## src/rtl/core/ftfs_pkg.sv

```systemverilog
package ftfs_pkg;

    localparam int NUM_WIDTH_DEF = 32;
    localparam int IN_WIDTH = 32;
    localparam int OUT_WIDTH = 32;
    localparam int CODE_WIDTH = 2;

    typedef enum logic [1:0] {
        CASE_SMALL = 2'd0,
        CASE_EVEN = 2'd1,
        CASE_PRIME = 2'd2,
        CASE_FERMAT = 2'd3
    } case_code_t;

    typedef enum logic [2:0] {
        ST_IDLE,
        ST_SQRT,
        ST_DIV_START,
        ST_DIV_WAIT,
        ST_DONE
    } state_t;

    // Commands from the controller to the datapath.
    typedef struct packed {
        logic load;
        logic sqrt_step;
        logic div_start;
        logic div_step;
        logic next_divisor;
        logic set_trivial;
        logic set_fermat;
        logic set_prime;
    } ctrl_cmd_t;

    // Status from the datapath to the controller.
    typedef struct packed {
        logic below_three;
        logic is_even;
        logic sqrt_done;
        logic div_done;
        logic rem_zero;
        logic divisor_low;
    } ctrl_stat_t;

endpackage

```

## src/rtl/core/ftfs_datapath.sv

```systemverilog
module ftfs_datapath #(
    parameter int NUM_WIDTH = ftfs_pkg::NUM_WIDTH_DEF
) (
    input  logic                           clk,
    input  logic [NUM_WIDTH-1:0]           number,
    input  ftfs_pkg::ctrl_cmd_t            cmd,
    output ftfs_pkg::ctrl_stat_t           stat,
    output logic [NUM_WIDTH-1:0]           small_val,
    output logic [NUM_WIDTH-1:0]           large_val,
    output ftfs_pkg::case_code_t           code_val
);

    localparam int RW = (NUM_WIDTH + 1) / 2;
    localparam int BIT_CNT_W = $clog2(RW + 1);
    localparam int DIV_CNT_W = $clog2(NUM_WIDTH + 1);

    logic [NUM_WIDTH-1:0] n_reg;
    logic [2*RW-1:0] n_pad;
    logic [NUM_WIDTH+1:0] srem_reg, srem_next;
    logic [RW-1:0] root_reg, root_next;
    logic [BIT_CNT_W-1:0] sbit_reg;
    logic [NUM_WIDTH-1:0] d_reg;
    logic [NUM_WIDTH-1:0] quo_reg;
    logic [NUM_WIDTH:0] drem_reg;
    logic [DIV_CNT_W-1:0] dcnt_reg;
    logic [NUM_WIDTH-1:0] small_reg, large_reg;
    ftfs_pkg::case_code_t code_reg;
    logic [NUM_WIDTH+1:0] trial;
    logic [NUM_WIDTH:0] dshift;
    logic [NUM_WIDTH:0] dsub;

    assign n_pad = (2*RW)'(n_reg);

    // Digit-by-digit square root, two input bits per step.
    always_comb
    begin
        srem_next = {srem_reg[NUM_WIDTH-1:0],
                     n_pad[2*(sbit_reg-1'b1)+1 -: 2]};
        trial = {{(NUM_WIDTH-RW){1'b0}}, root_reg, 2'b01};
        if (srem_next >= trial)
        begin
            srem_next = srem_next - trial;
            root_next = {root_reg[RW-2:0], 1'b1};
        end
        else
        begin
            root_next = {root_reg[RW-2:0], 1'b0};
        end
    end

    // Restoring division, one quotient bit per step.
    always_comb
    begin
        dshift = {drem_reg[NUM_WIDTH-1:0], quo_reg[NUM_WIDTH-1]};
        dsub = dshift - {1'b0, d_reg};
    end

    always_ff @(posedge clk)
    begin
        if (cmd.load)
        begin
            n_reg <= number;
            srem_reg <= '0;
            root_reg <= '0;
            sbit_reg <= BIT_CNT_W'(RW);
        end
        else if (cmd.sqrt_step)
        begin
            srem_reg <= srem_next;
            root_reg <= root_next;
            sbit_reg <= sbit_reg - 1'b1;
        end
        if (cmd.sqrt_step && sbit_reg == BIT_CNT_W'(1))
        begin
            d_reg <= NUM_WIDTH'(root_next);
        end
        else if (cmd.next_divisor)
        begin
            d_reg <= d_reg - 1'b1;
        end
        if (cmd.div_start)
        begin
            quo_reg <= n_reg;
            drem_reg <= '0;
            dcnt_reg <= DIV_CNT_W'(NUM_WIDTH);
        end
        else if (cmd.div_step)
        begin
            if (!dsub[NUM_WIDTH])
            begin
                drem_reg <= dsub;
                quo_reg <= {quo_reg[NUM_WIDTH-2:0], 1'b1};
            end
            else
            begin
                drem_reg <= dshift;
                quo_reg <= {quo_reg[NUM_WIDTH-2:0], 1'b0};
            end
            dcnt_reg <= dcnt_reg - 1'b1;
        end
        if (cmd.set_trivial)
        begin
            if (n_reg < NUM_WIDTH'(3))
            begin
                small_reg <= NUM_WIDTH'(1);
                large_reg <= n_reg;
                code_reg <= ftfs_pkg::CASE_SMALL;
            end
            else
            begin
                small_reg <= NUM_WIDTH'(2);
                large_reg <= n_reg >> 1;
                code_reg <= ftfs_pkg::CASE_EVEN;
            end
        end
        else if (cmd.set_fermat)
        begin
            small_reg <= d_reg;
            large_reg <= quo_reg;
            code_reg <= ftfs_pkg::CASE_FERMAT;
        end
        else if (cmd.set_prime)
        begin
            small_reg <= NUM_WIDTH'(1);
            large_reg <= n_reg;
            code_reg <= ftfs_pkg::CASE_PRIME;
        end
    end

    assign stat.below_three = (n_reg < NUM_WIDTH'(3));
    assign stat.is_even = ~n_reg[0];
    assign stat.sqrt_done = (sbit_reg == BIT_CNT_W'(1));
    assign stat.div_done = (dcnt_reg == DIV_CNT_W'(0));
    assign stat.rem_zero = (drem_reg == '0);
    assign stat.divisor_low = (d_reg < NUM_WIDTH'(2));
    assign small_val = small_reg;
    assign large_val = large_reg;
    assign code_val = code_reg;

endmodule

```

## src/rtl/core/ftfs_ctrl.sv

```systemverilog
module ftfs_ctrl (
    input  logic                  clk,
    input  logic                  rst_n,
    input  logic                  in_valid,
    output logic                  in_ready,
    output logic                  out_valid,
    input  logic                  out_ready,
    input  ftfs_pkg::ctrl_stat_t  stat,
    output ftfs_pkg::ctrl_cmd_t   cmd
);

    ftfs_pkg::state_t state_reg, state_next;

    always_ff @(posedge clk or negedge rst_n)
    begin
        if (!rst_n)
        begin
            state_reg <= ftfs_pkg::ST_IDLE;
        end
        else
        begin
            state_reg <= state_next;
        end
    end

    always_comb
    begin
        state_next = state_reg;
        cmd = '0;
        in_ready = 1'b0;
        out_valid = 1'b0;
        case (state_reg)
            ftfs_pkg::ST_IDLE:
            begin
                in_ready = 1'b1;
                if (in_valid)
                begin
                    cmd.load = 1'b1;
                    state_next = ftfs_pkg::ST_SQRT;
                end
            end
            ftfs_pkg::ST_SQRT:
            begin
                if (stat.below_three || stat.is_even)
                begin
                    cmd.set_trivial = 1'b1;
                    state_next = ftfs_pkg::ST_DONE;
                end
                else
                begin
                    cmd.sqrt_step = 1'b1;
                    if (stat.sqrt_done)
                    begin
                        state_next = ftfs_pkg::ST_DIV_START;
                    end
                end
            end
            ftfs_pkg::ST_DIV_START:
            begin
                if (stat.divisor_low)
                begin
                    cmd.set_prime = 1'b1;
                    state_next = ftfs_pkg::ST_DONE;
                end
                else
                begin
                    cmd.div_start = 1'b1;
                    state_next = ftfs_pkg::ST_DIV_WAIT;
                end
            end
            ftfs_pkg::ST_DIV_WAIT:
            begin
                if (stat.div_done)
                begin
                    if (stat.rem_zero)
                    begin
                        cmd.set_fermat = 1'b1;
                        state_next = ftfs_pkg::ST_DONE;
                    end
                    else
                    begin
                        cmd.next_divisor = 1'b1;
                        state_next = ftfs_pkg::ST_DIV_START;
                    end
                end
                else
                begin
                    cmd.div_step = 1'b1;
                end
            end
            ftfs_pkg::ST_DONE:
            begin
                out_valid = 1'b1;
                if (out_ready)
                begin
                    state_next = ftfs_pkg::ST_IDLE;
                end
            end
            default:
            begin
                state_next = ftfs_pkg::ST_IDLE;
            end
        endcase
    end

    // A result is offered only after the input side has closed.
    assert property (@(posedge clk) disable iff (!rst_n) !(in_ready && out_valid))
        else $error("input and output open together");
    // A result is offered only after an input transaction was taken.
    assert property (@(posedge clk) disable iff (!rst_n)
        (state_reg == ftfs_pkg::ST_IDLE && in_valid) |=> !out_valid)
        else $error("result offered in the cycle after accept");
    // Division starts only with a divisor of at least two.
    assert property (@(posedge clk) disable iff (!rst_n)
        cmd.div_start |-> !stat.divisor_low)
        else $error("division by a divisor below two");

endmodule

```

## src/rtl/core/fermat_two_factor_split_unit.sv

```systemverilog
// Channel | Signals                             | Direction | Content
// s_axis  | s_axis_tvalid/tready/tdata[31:0]    | in        | number
// m_axis  | m_axis_tvalid/tready/tdata[71:0]    | out       | small, large, case code
// One item is in work at a time; a new one is taken after the result leaves.
// Values below three and even values skip the square root and go straight to the result.
// Odd values take (NUM_WIDTH+1)/2 square root steps, then one full division
// for each trial divisor, scanned downward from the integer square root.
// Reset clears only the controller; a stalled result holds until taken.
module fermat_two_factor_split_unit #(
    parameter int NUM_WIDTH = ftfs_pkg::NUM_WIDTH_DEF
) (
    input  logic        clk,
    input  logic        rst_n,
    input  logic        s_axis_tvalid,
    output logic        s_axis_tready,
    input  logic [31:0] s_axis_tdata,   // number
    output logic        m_axis_tvalid,
    input  logic        m_axis_tready,
    output logic [71:0] m_axis_tdata    // small_factor, large_factor, case_code, zeros
);

    ftfs_pkg::ctrl_cmd_t cmd;
    ftfs_pkg::ctrl_stat_t stat;
    logic [NUM_WIDTH-1:0] small_val, large_val;
    ftfs_pkg::case_code_t code_val;

    ftfs_ctrl u_ctrl (
        .clk(clk),
        .rst_n(rst_n),
        .in_valid(s_axis_tvalid),
        .in_ready(s_axis_tready),
        .out_valid(m_axis_tvalid),
        .out_ready(m_axis_tready),
        .stat(stat),
        .cmd(cmd)
    );

    ftfs_datapath #(.NUM_WIDTH(NUM_WIDTH)) u_dp (
        .clk(clk),
        .number(NUM_WIDTH'(s_axis_tdata)),
        .cmd(cmd),
        .stat(stat),
        .small_val(small_val),
        .large_val(large_val),
        .code_val(code_val)
    );

    assign m_axis_tdata = {6'd0, code_val, 32'(large_val), 32'(small_val)};

endmodule

```

## config.mk

```make
export PLATFORM = sky130hd
export DESIGN_NAME = fermat_two_factor_split_unit
export DESIGN_NICKNAME = d
export VERILOG_FILES = /design/src/rtl/core/ftfs_pkg.sv /design/src/rtl/core/ftfs_datapath.sv /design/src/rtl/core/ftfs_ctrl.sv /design/src/rtl/core/fermat_two_factor_split_unit.sv
export SDC_FILE = /design/constraint.sdc
export NUM_CORES = 1
export LEC_CHECK = 0
export BUFFER_PORTS_ARGS = -buffer_cell sky130_fd_sc_hd__buf_2
export CAP_MARGIN = 20
export CORE_MARGIN = 2
export CORE_UTILIZATION = 60
export CTS_CLUSTER_DIAMETER = 150
export DETAILED_ROUTE_END_ITERATION = 7
export GPL_TIMING_DRIVEN = 0
export PLACE_DENSITY = 0.8
export SLEW_MARGIN = 20
export SYNTH_ARGS = -nofsm -noshare
export SYNTH_HDL_FRONTEND = slang
export SYNTH_SLANG_ARGS = --single-unit
```

## constraint.sdc

```tcl
create_clock -name clk -period 11.77 [get_ports clk]
set_input_delay 1.177 -clock clk [delete_from_list [all_inputs] [get_ports clk]]
set_output_delay 1.177 -clock clk [all_outputs]
set_load 0.005 [all_outputs]
```

==> results of run 1 <==
logic make-up (layout without fill, tap and decap cells):
kind of cell / after synthesis / count (layout)
simple gates: 545 / 545
compound gates: 339 / 339
flops: 257 / 257
buf+inv: 153 / 308
xor+xnor: 81 / 81
mux: 66 / 66
fa+ha+maj: 57 / 57
other cells: 1 / 6
power by group:
part           internal [mW]  switching (mW)  leakage (nW)
clock network          0.559           0.385         0.474
registers               1.24           0.196          2.28
logic                  0.817            1.18          3.76
worst max-delay path, delay by kind of cell, from the launching register on:
kind,cells,cell delay [ns]
compound gates,10,2.93
simple gates,3,0.71
fa+ha+maj,3,0.81
buf+inv,1,0.44
flops,1,0.44
cell usage in the layout (no fill, tap or decap), drive strengths merged, types with 6 or more instances in the layout:
master,n
nand2,217
edfxtp,146
nor2,133
buf,129
o21ai,109
dfxtp,108
a21oi,93
clkbuf,87
inv,77
xnor2,56
ha,56
mux2i,54
a21o,44
nand3,40
nor3,36
nor4,27
xor2,25
a31oi,21
a211oi,21
and3,17
nand4,13
or3,13
nor2b,10
o21a,10
or2,10
mux4,8
and2,7
o31ai,7
nand2b,6
conb,6
o211ai,6
worst max-delay path by stage:
stage / startpoint / endpoint / cells past startpoint
2_1_floorplan: u_dp.sbit_reg[0]$_SDFFE_PP0P_ / u_dp.srem_reg[25]$_SDFFE_PP0P_ / 20
3_3_place_gp: u_dp.d_reg[0]$_DFFE_PP_ / u_dp.drem_reg[23]$_SDFFE_PP0P_ / 17
3_5_place_dp: u_dp.d_reg[0]$_DFFE_PP_ / u_dp.drem_reg[23]$_SDFFE_PP0P_ / 17
4_1_cts: u_dp.d_reg[0]$_DFFE_PP_ / u_dp.drem_reg[23]$_SDFFE_PP0P_ / 17
5_1_grt: u_dp.d_reg[0]$_DFFE_PP_ / u_dp.drem_reg[19]$_SDFFE_PP0P_ / 17
6_report: u_dp.d_reg[0]$_DFFE_PP_ / u_dp.drem_reg[31]$_SDFFE_PP0P_ / 17
synthesized netlist by cell type (4+ instances only):
| cell | n |
|---|---|
| nor2_1 | 133 |
| inv_1 | 71 |
| buf_4 | 13 |
| and2_1 | 7 |
| mux4_2 | 5 |
| nor3_1 | 36 |
| nor3b_1 | 4 |
| nand4_1 | 13 |
| o21a_1 | 10 |
| a21o_1 | 44 |
| xnor2_1 | 56 |
| nand2b_1 | 6 |
| buf_2 | 6 |
| a211oi_1 | 19 |
| a31oi_1 | 21 |
| o31ai_1 | 4 |
| mux2i_1 | 54 |
| nor4_1 | 25 |
| edfxtp_1 | 146 |
| nor2b_1 | 10 |
| a21oi_1 | 93 |
| buf_1 | 4 |
| nand3_1 | 40 |
| or2_2 | 9 |
| clkbuf_1 | 57 |
| ha_1 | 56 |
| o211ai_1 | 5 |
| nand2_1 | 217 |
| and3_1 | 17 |
| or3_1 | 12 |
| o21ai_0 | 109 |
| mux2_2 | 4 |
| dfxtp_1 | 108 |
| xor2_1 | 25 |
stage by stage:
stage	util [%]	instances	area, um^2	power [mW]
global placement	64.68	1926	15050	3.332
CTS	69.24	1978	16110	4.349
global route	69.24	1978	16110	4.649
floorplan	-	1504	14130	2.886
finish	69.24	1978	16110	4.373
detailed placement	64.96	1928	15110	3.390
cell type report:
type	instances	area (um^2)	area share [%]
Timing Repair Buffer	105	563.0	3.496
Sequential cell	257	6621	41.11
Buffer	81	369.1	2.292
Clock buffer	30	716.9	4.451
Tap cell	319	399.1	2.478
Multi-Input combinational cell	1094	6888	42.76
Clock inverter	20	279.0	1.732
Inverter	72	270.3	1.678
metal layers:
metal / up-vias / routed length [um] / GRT usage (%)
met5: - / 0 / 0
met2: 501 / 16790 / 47.18
li1: 5627 / - / -
met1: 5579 / 14580 / 38.65
met3: 99 / 2595 / 3.579
met4: 0 / 1588 / 13.33
==> impl_metrics.csv, run 1 <==
group,metric,value,unit
yosys,synth_area_leader_cell,"edfxtp_1",
placed_design,numPortBuffers,103,
timing,max-slew-margin-rel,36.10,%
floorplanning,core,23260,um^2
worst_setup_path,reg2reg_slack,6.34,ns
placed_design,dp_hpwl,25460,um
routing,vias,11806,
worst_hold_path,hp-class,"input port to async pin",
timing,worst_slack,6.341,ns
worst_setup_path,max_stage_delay,0.64,ns
worst_setup_path,critPathLaunchType,"flop",
routing,first_pass_iters,5,
timing,fin_setup_tns,0,ns
yosys,synth-compound-area-share,15.04,%
outcome,outcome,"finished clean",
final_layout,fill_cells,1812,
placed_design,place_ws,6.544,ns
timing,hold_viol_final,0,
clock_tree,cts_setup_buffers,0,
worst_setup_path,endpoint_kind,"flop",
yosys,synth_area,14110,um^2
worst_setup_path,worstPathArrival,5.91,ns
clock_tree,htree_num_levels,1,
final_layout,area_growth,14.12,%
timing,rsz0062_at_grt,"false",
clock_tree,cts_root_buf,"clkbuf_16",
yosys,synth-edff-count,146,
timing,finClkSkew,0.02735,ns
grt,grt_max_degree,36,
final_layout,nNetsFinal,1731,
timing,final_max_slew_viol_count,0,
floorplanning,die_y,157.4,um
yosys,syn_inst,1499,
clock_tree,postCtsHoldBufs,0,
yosys,synth_xor_area_share,5.027,%
timing,hold_ws,0.4237,ns
yosys,yosys_warnings,0,
routing,drtIter0Drc,1104,
job,cap_violations,0,
timing,post-route-period-util,46.12,%
floorplanning,ios,110,
worst_setup_path,reg2reg_depth,17,
yosys,avgSynthCellArea,9.415,um^2
yosys,synthMuxAreaShare,5.505,%
clock_tree,clock-sinks,257,
routing,route.detailed.drc,0,
pwr,power_leakage,6.514,nW
worst_setup_path,crit_fanout,10,
grt,grt.overflow.total,0,
timing,fmax,0.1842,GHz
grt,grt_pass1_vias,11382,
clock_tree,cts_buffers,27,
yosys,yosysSeqAreaShare,46.91,%
floorplanning,die_area,24770,um^2
routing,wl,35550,um
routing,vias_per_cell,5.969,
pwr,vdd.ir_drop.worst,0.0001706,V
yosys,synth_top_family_by_area,"simple AND/OR/NAND/NOR gates",
yosys,synth_cell_types,75,
timing,finalSetupViolCount,0,
final_layout,drive_above_1_share,12.72,%
yosys,ys_ff_latch,257,
floorplanning,num_rows,56,
worst_setup_path,crit_required,12.25,ns
routing,avgRoutedWirePerCell,17.97,um
worst_setup_path,r2r-start,"u_dp.d_reg[0]$_DFFE_PP_",
timing,worst_slew_pin_slew,0.9497,ns
yosys,yosys.area_share.adder,5.106,%
clock_tree,clock_path_buffers,3,
clock_tree,cts_resized,0,
yosys,netlist.area_leader.share,31.06,%
worst_setup_path,crit_type,"flop to flop",
floorplanning,die_w,157.4,um
placed_design,gp_congestion,0.9374,
routing,detail-route-antenna-nets,0,
final_layout,largest_reg_flops,33,
grt,antenna_found_initial,0,
yosys,synth_ff_type,"edfxtp_1",
worst_setup_path,r2r-end,"u_dp.drem_reg[31]$_SDFFE_PP0P_",
clock_tree,cts_tree,"yes",
final_layout,antennaDiodeCount,0,
worst_setup_path,cpMaxStageDelayCell,"a211oi_1",
clock_tree,clk_latency,0.56,ns
grt,grt_pass1_wl,57150,um
worst_setup_path,path_cells,"ha_1 > fa_1 > nor2b_1 > o21ai_0 > a21boi_0 > o21ai_0 > a211oi_1 > o211ai_1 > a31oi_1 > a41o_1 > o311ai_0 > a21oi_1 > ha_1 > clkbuf_1 > nand2_1 > a2111oi_0 > nand4b_1",
clock_tree,path_clk_slew,0.07,ns
grt,grt_use_total,28.91,%
yosys,synth_area_leaders,"edfxtp_1 (31%), dfxtp_1 (15%), nand2_1 (5.8%)",
floorplanning,start_util,60.67,%
timing,period_minus_slack,5.429,ns
pwr,powerDensity,271.5,nW/um^2
yosys,async_flop_share,1.167,%
yosys,synth-simple-area-share,17.85,%
(Power assumes the default switching activity.)
==> run 2, diff against run 1 <==
--- a/config.mk
+++ b/config.mk
@@ -5,14 +5,15 @@
 export SDC_FILE = /design/constraint.sdc
 export NUM_CORES = 1
 export LEC_CHECK = 0
+export ABC_AREA = 1
 export BUFFER_PORTS_ARGS = -buffer_cell sky130_fd_sc_hd__buf_2
 export CAP_MARGIN = 20
 export CORE_MARGIN = 2
-export CORE_UTILIZATION = 60
+export CORE_UTILIZATION = 55
 export CTS_CLUSTER_DIAMETER = 150
 export DETAILED_ROUTE_END_ITERATION = 7
 export GPL_TIMING_DRIVEN = 0
-export PLACE_DENSITY = 0.8
+export PLACE_DENSITY = 0.77
 export SLEW_MARGIN = 20
 export SYNTH_ARGS = -nofsm -noshare
 export SYNTH_HDL_FRONTEND = slang
==> constraint.sdc (replaced) <==
create_clock -name clk -period 4.6 [get_ports clk]
set_input_delay 0.46 -clock clk [delete_from_list [all_inputs] [get_ports clk]]
set_output_delay 0.46 -clock clk [all_outputs]
set_load 0.005 [all_outputs]
==> impl_metrics.csv, run 2 <==
group,metric,value,unit
outcome,outcome,"finished clean",
grt,grt_pass1_vias,12397,
worst_hold_path,holdPathEnd,"u_dp.n_pad[10]$_DFFE_PP_",
timing,max-slew-margin-rel,31.49,%
worst_setup_path,cpMaxStageDelayCell,"clkbuf_1",
clock_tree,path_clk_slew,0.06,ns
job,cap_violations,0,
placed_design,dp.cells,2256,
clock_tree,htree_num_levels,1,
pwr,vdd.ir_drop.worst,0.0004808,V
placed_design,place_area,15650,um^2
floorplanning,die_w,167.1,um
floorplanning,ios,110,
final_layout,nNetsFinal,2045,
final_layout,drive_above_1_share,12.87,%
placed_design,dp_hpwl,30250,um
yosys,yosys-top-cells-count,"nand2_1 (262), inv_1 (232), o21ai_0 (225), a21oi_1 (188), nor2_1 (169)",
timing,hold_viol_final,0,
grt,grt_pass1_wl,64440,um
routing,avgRoutedWirePerCell,17.40,um
routing,wl,40180,um
worst_setup_path,critical-path-top-delay-family,"buffers and inverters",
worst_hold_path,hp-class,"input port to flop",
clock_tree,cts_setup_buffers,0,
worst_setup_path,crit_type,"flop to flop",
clock_tree,cts_resized,0,
final_layout,fill_cells,2230,
clock_tree,clock_path_buffers,3,
worst_setup_path,crit_fanout,10,
final_layout,final_cell_mix,"nand2_1 (261), inv_1 (232), o21ai_0 (225)",
grt,grt_use_total,28.17,%
yosys,syn_inst,1811,
worst_hold_path,min_from,"s_axis_tdata[10]",
yosys,synth-edff-count,146,
worst_setup_path,endpoint_kind,"flop",
timing,fin_setup_tns,0,ns
timing,period_minus_slack,4.068,ns
yosys,synth_ff_type,"edfxtp_1",
worst_setup_path,worstPathArrival,4.47,ns
routing,detail-route-antenna-nets,0,
worst_setup_path,reg2reg_slack,0.53,ns
yosys,yosysMostFrequentCell,"nand2_1",
worst_hold_path,hold_depth,1,
placed_design,numPortBuffers,103,
worst_setup_path,r2r-end,"u_dp.drem_reg[23]$_SDFFE_PP0P_",
timing,finalSetupViolCount,0,
timing,post-route-period-util,88.44,%
worst_setup_path,crit_start,"u_dp.quo_reg[31]$_DFFE_PP_",
final_layout,area_growth,13.73,%
yosys,yosysSeqAreaShare,45.24,%
timing,worst_slew_pin_slew,1.028,ns
placed_design,gp_congestion,0.9725,
worst_setup_path,critical_path.most_common_cell,"nand2_1",
floorplanning,start_util,56.17,%
clock_tree,cts_buffers,28,
placed_design,place_ws,0.6867,ns
floorplanning,core,26060,um^2
pwr,power_leakage,7.169,nW
worst_setup_path,reg2reg_depth,18,
worst_setup_path,cp.buffers_inverters,3,
final_layout,final_cells,2309,
yosys,synth_area_leader_cell,"edfxtp_1",
worst_setup_path,critPathLaunchType,"flop",
routing,vias_per_cell,5.800,
routing,drtIter0Drc,1342,
yosys,async_flop_share,1.167,%
timing,rsz0062_at_grt,"false",
timing,worst_slack,0.5319,ns
yosys,synth_cell_types,59,
worst_setup_path,max_stage_delay,0.55,ns
clock_tree,clk_latency,0.57,ns
routing,vias,13393,
yosys,synth_area,14640,um^2
clock_tree,clock-sinks,257,
timing,final_max_slew_viol_count,0,
yosys,yosys_warnings,0,
clock_tree,postCtsHoldBufs,1,
grt,antenna_found_initial,0,
pwr,powerDensity,756.7,nW/um^2
final_layout,fin_area,16650,um^2
clock_tree,cts_tree,"yes",
timing,fmax,0.2458,GHz
floorplanning,die_area,27930,um^2
timing,finClkSkew,0.03010,ns
yosys,ys_ff_latch,257,
final_layout,antennaDiodeCount,0,
yosys,netlist.area_leader.share,29.95,%
yosys,avgSynthCellArea,8.082,um^2
yosys,synth_area_leaders,"edfxtp_1 (30%), dfxtp_1 (15%), o21ai_0 (7.7%)",
worst_setup_path,crit_required,5.00,ns
grt,grt.overflow.total,0,
grt,grt_max_degree,62,
final_layout,largest_reg_flops,33,
worst_setup_path,path_cells,"inv_1 > ha_1 > fa_1 > o21ai_2 > a21oi_1 > o21bai_1 > nand2_1 > nand2_1 > nand4_1 > nand2_1 > nand4_1 > nand2_1 > ha_1 > clkbuf_1 > clkbuf_1 > nand3_1 > nand2_1 > o21ai_1",
final_layout,final_common_cell,"nand2_1",
floorplanning,die_y,167.1,um
worst_setup_path,r2r-start,"u_dp.quo_reg[31]$_DFFE_PP_",
routing,first_pass_iters,7,
clock_tree,cts_root_buf,"clkbuf_16",
routing,route.detailed.drc,0,
floorplanning,num_rows,59,
==> run 2: area by class of cell <==
type | instances | area (um^2) | share of cell area [%]
clock buffers | 43 | 883.3 | 5.307
repair buffers | 106 | 580.6 | 3.488
well taps | 335 | 419.2 | 2.518
plain buffers | 68 | 335.3 | 2.014
clock inverters | 9 | 98.84 | 0.5938
multi-input cells | 1245 | 6779 | 40.72
flip-flops and latches | 257 | 6621 | 39.78
inverters | 246 | 928.4 | 5.577
==> run 2: worst max path at each step <==
stage / endpoint / slack [ns] / depth (start not counted)
after floorplan: u_dp.code_val[0]$_DFFE_PP_ / 1.13 / 8
after global placement: u_dp.small_val[6]$_SDFFCE_PP0P_ / -0.24 / 7
after detailed placement: u_dp.drem_reg[23]$_SDFFE_PP0P_ / 0.69 / 17
after CTS: u_dp.drem_reg[23]$_SDFFE_PP0P_ / 0.60 / 18
after global routing: u_dp.drem_reg[23]$_SDFFE_PP0P_ / 0.26 / 18
final: u_dp.drem_reg[23]$_SDFFE_PP0P_ / 0.53 / 18
==> run 2: stage by stage <==
| step | power (mW) | hold WS, ns | util [%] |
|---|---|---|---|
| final | 12.60 | 0.06185 | 63.88 |
| after global routing | 13.54 | 0.04017 | 63.88 |
| after CTS | 12.50 | 0.04288 | 63.88 |
| after detailed placement | 10.12 | 0.2681 | 60.07 |
| after global placement | 9.968 | 0.2638 | 59.83 |
| after floorplan | 8.416 | 0.1644 | - |
==> run 2: cell families (layout without fill, tap and decap cells) <==
| logic type | Yosys count | in the layout | synth area share [%] |
|---|---|---|---|
| simple gates | 625 | 625 | 19.59 |
| compound gates | 509 | 509 | 18.72 |
| buf+inv | 314 | 472 | 8.625 |
| flops | 257 | 257 | 45.24 |
| fa+ha+maj | 57 | 57 | 4.924 |
| xor+xnor | 48 | 48 | 2.872 |
| other cells | 1 | 6 | 0.02562 |
==> run 2: routing by layer <==
metal  GRT usage, %  wire length (um)  up-vias
li1               -                 -     6458
met1          40.73             17310     6232
met2          44.55             18170      631
met3          3.474              3685       72
met4          8.733              1014        0
met5              0                 0        -
==> run 2: report_power, final <==
group          total [mW]  leakage, nW  switching [mW]  internal, mW
Combinational        6.38         4.40            4.23          2.15
Sequential           3.89         2.29           0.502          3.39
Clock                2.33        0.486           0.947          1.38
==> run 2: worst reg2reg max path, cell delays in order (launching register included) <==
cell	delay (ns)
edfxtp_1	0.47
inv_1	0.09
ha_1	0.23
fa_1	0.43
o21ai_2	0.20
a21oi_1	0.16
o21bai_1	0.26
nand2_1	0.10
nand2_1	0.17
nand4_1	0.10
nand2_1	0.13
nand4_1	0.09
nand2_1	0.07
ha_1	0.15
clkbuf_1	0.38
clkbuf_1	0.55
nand3_1	0.17
nand2_1	0.10
o21ai_1	0.07
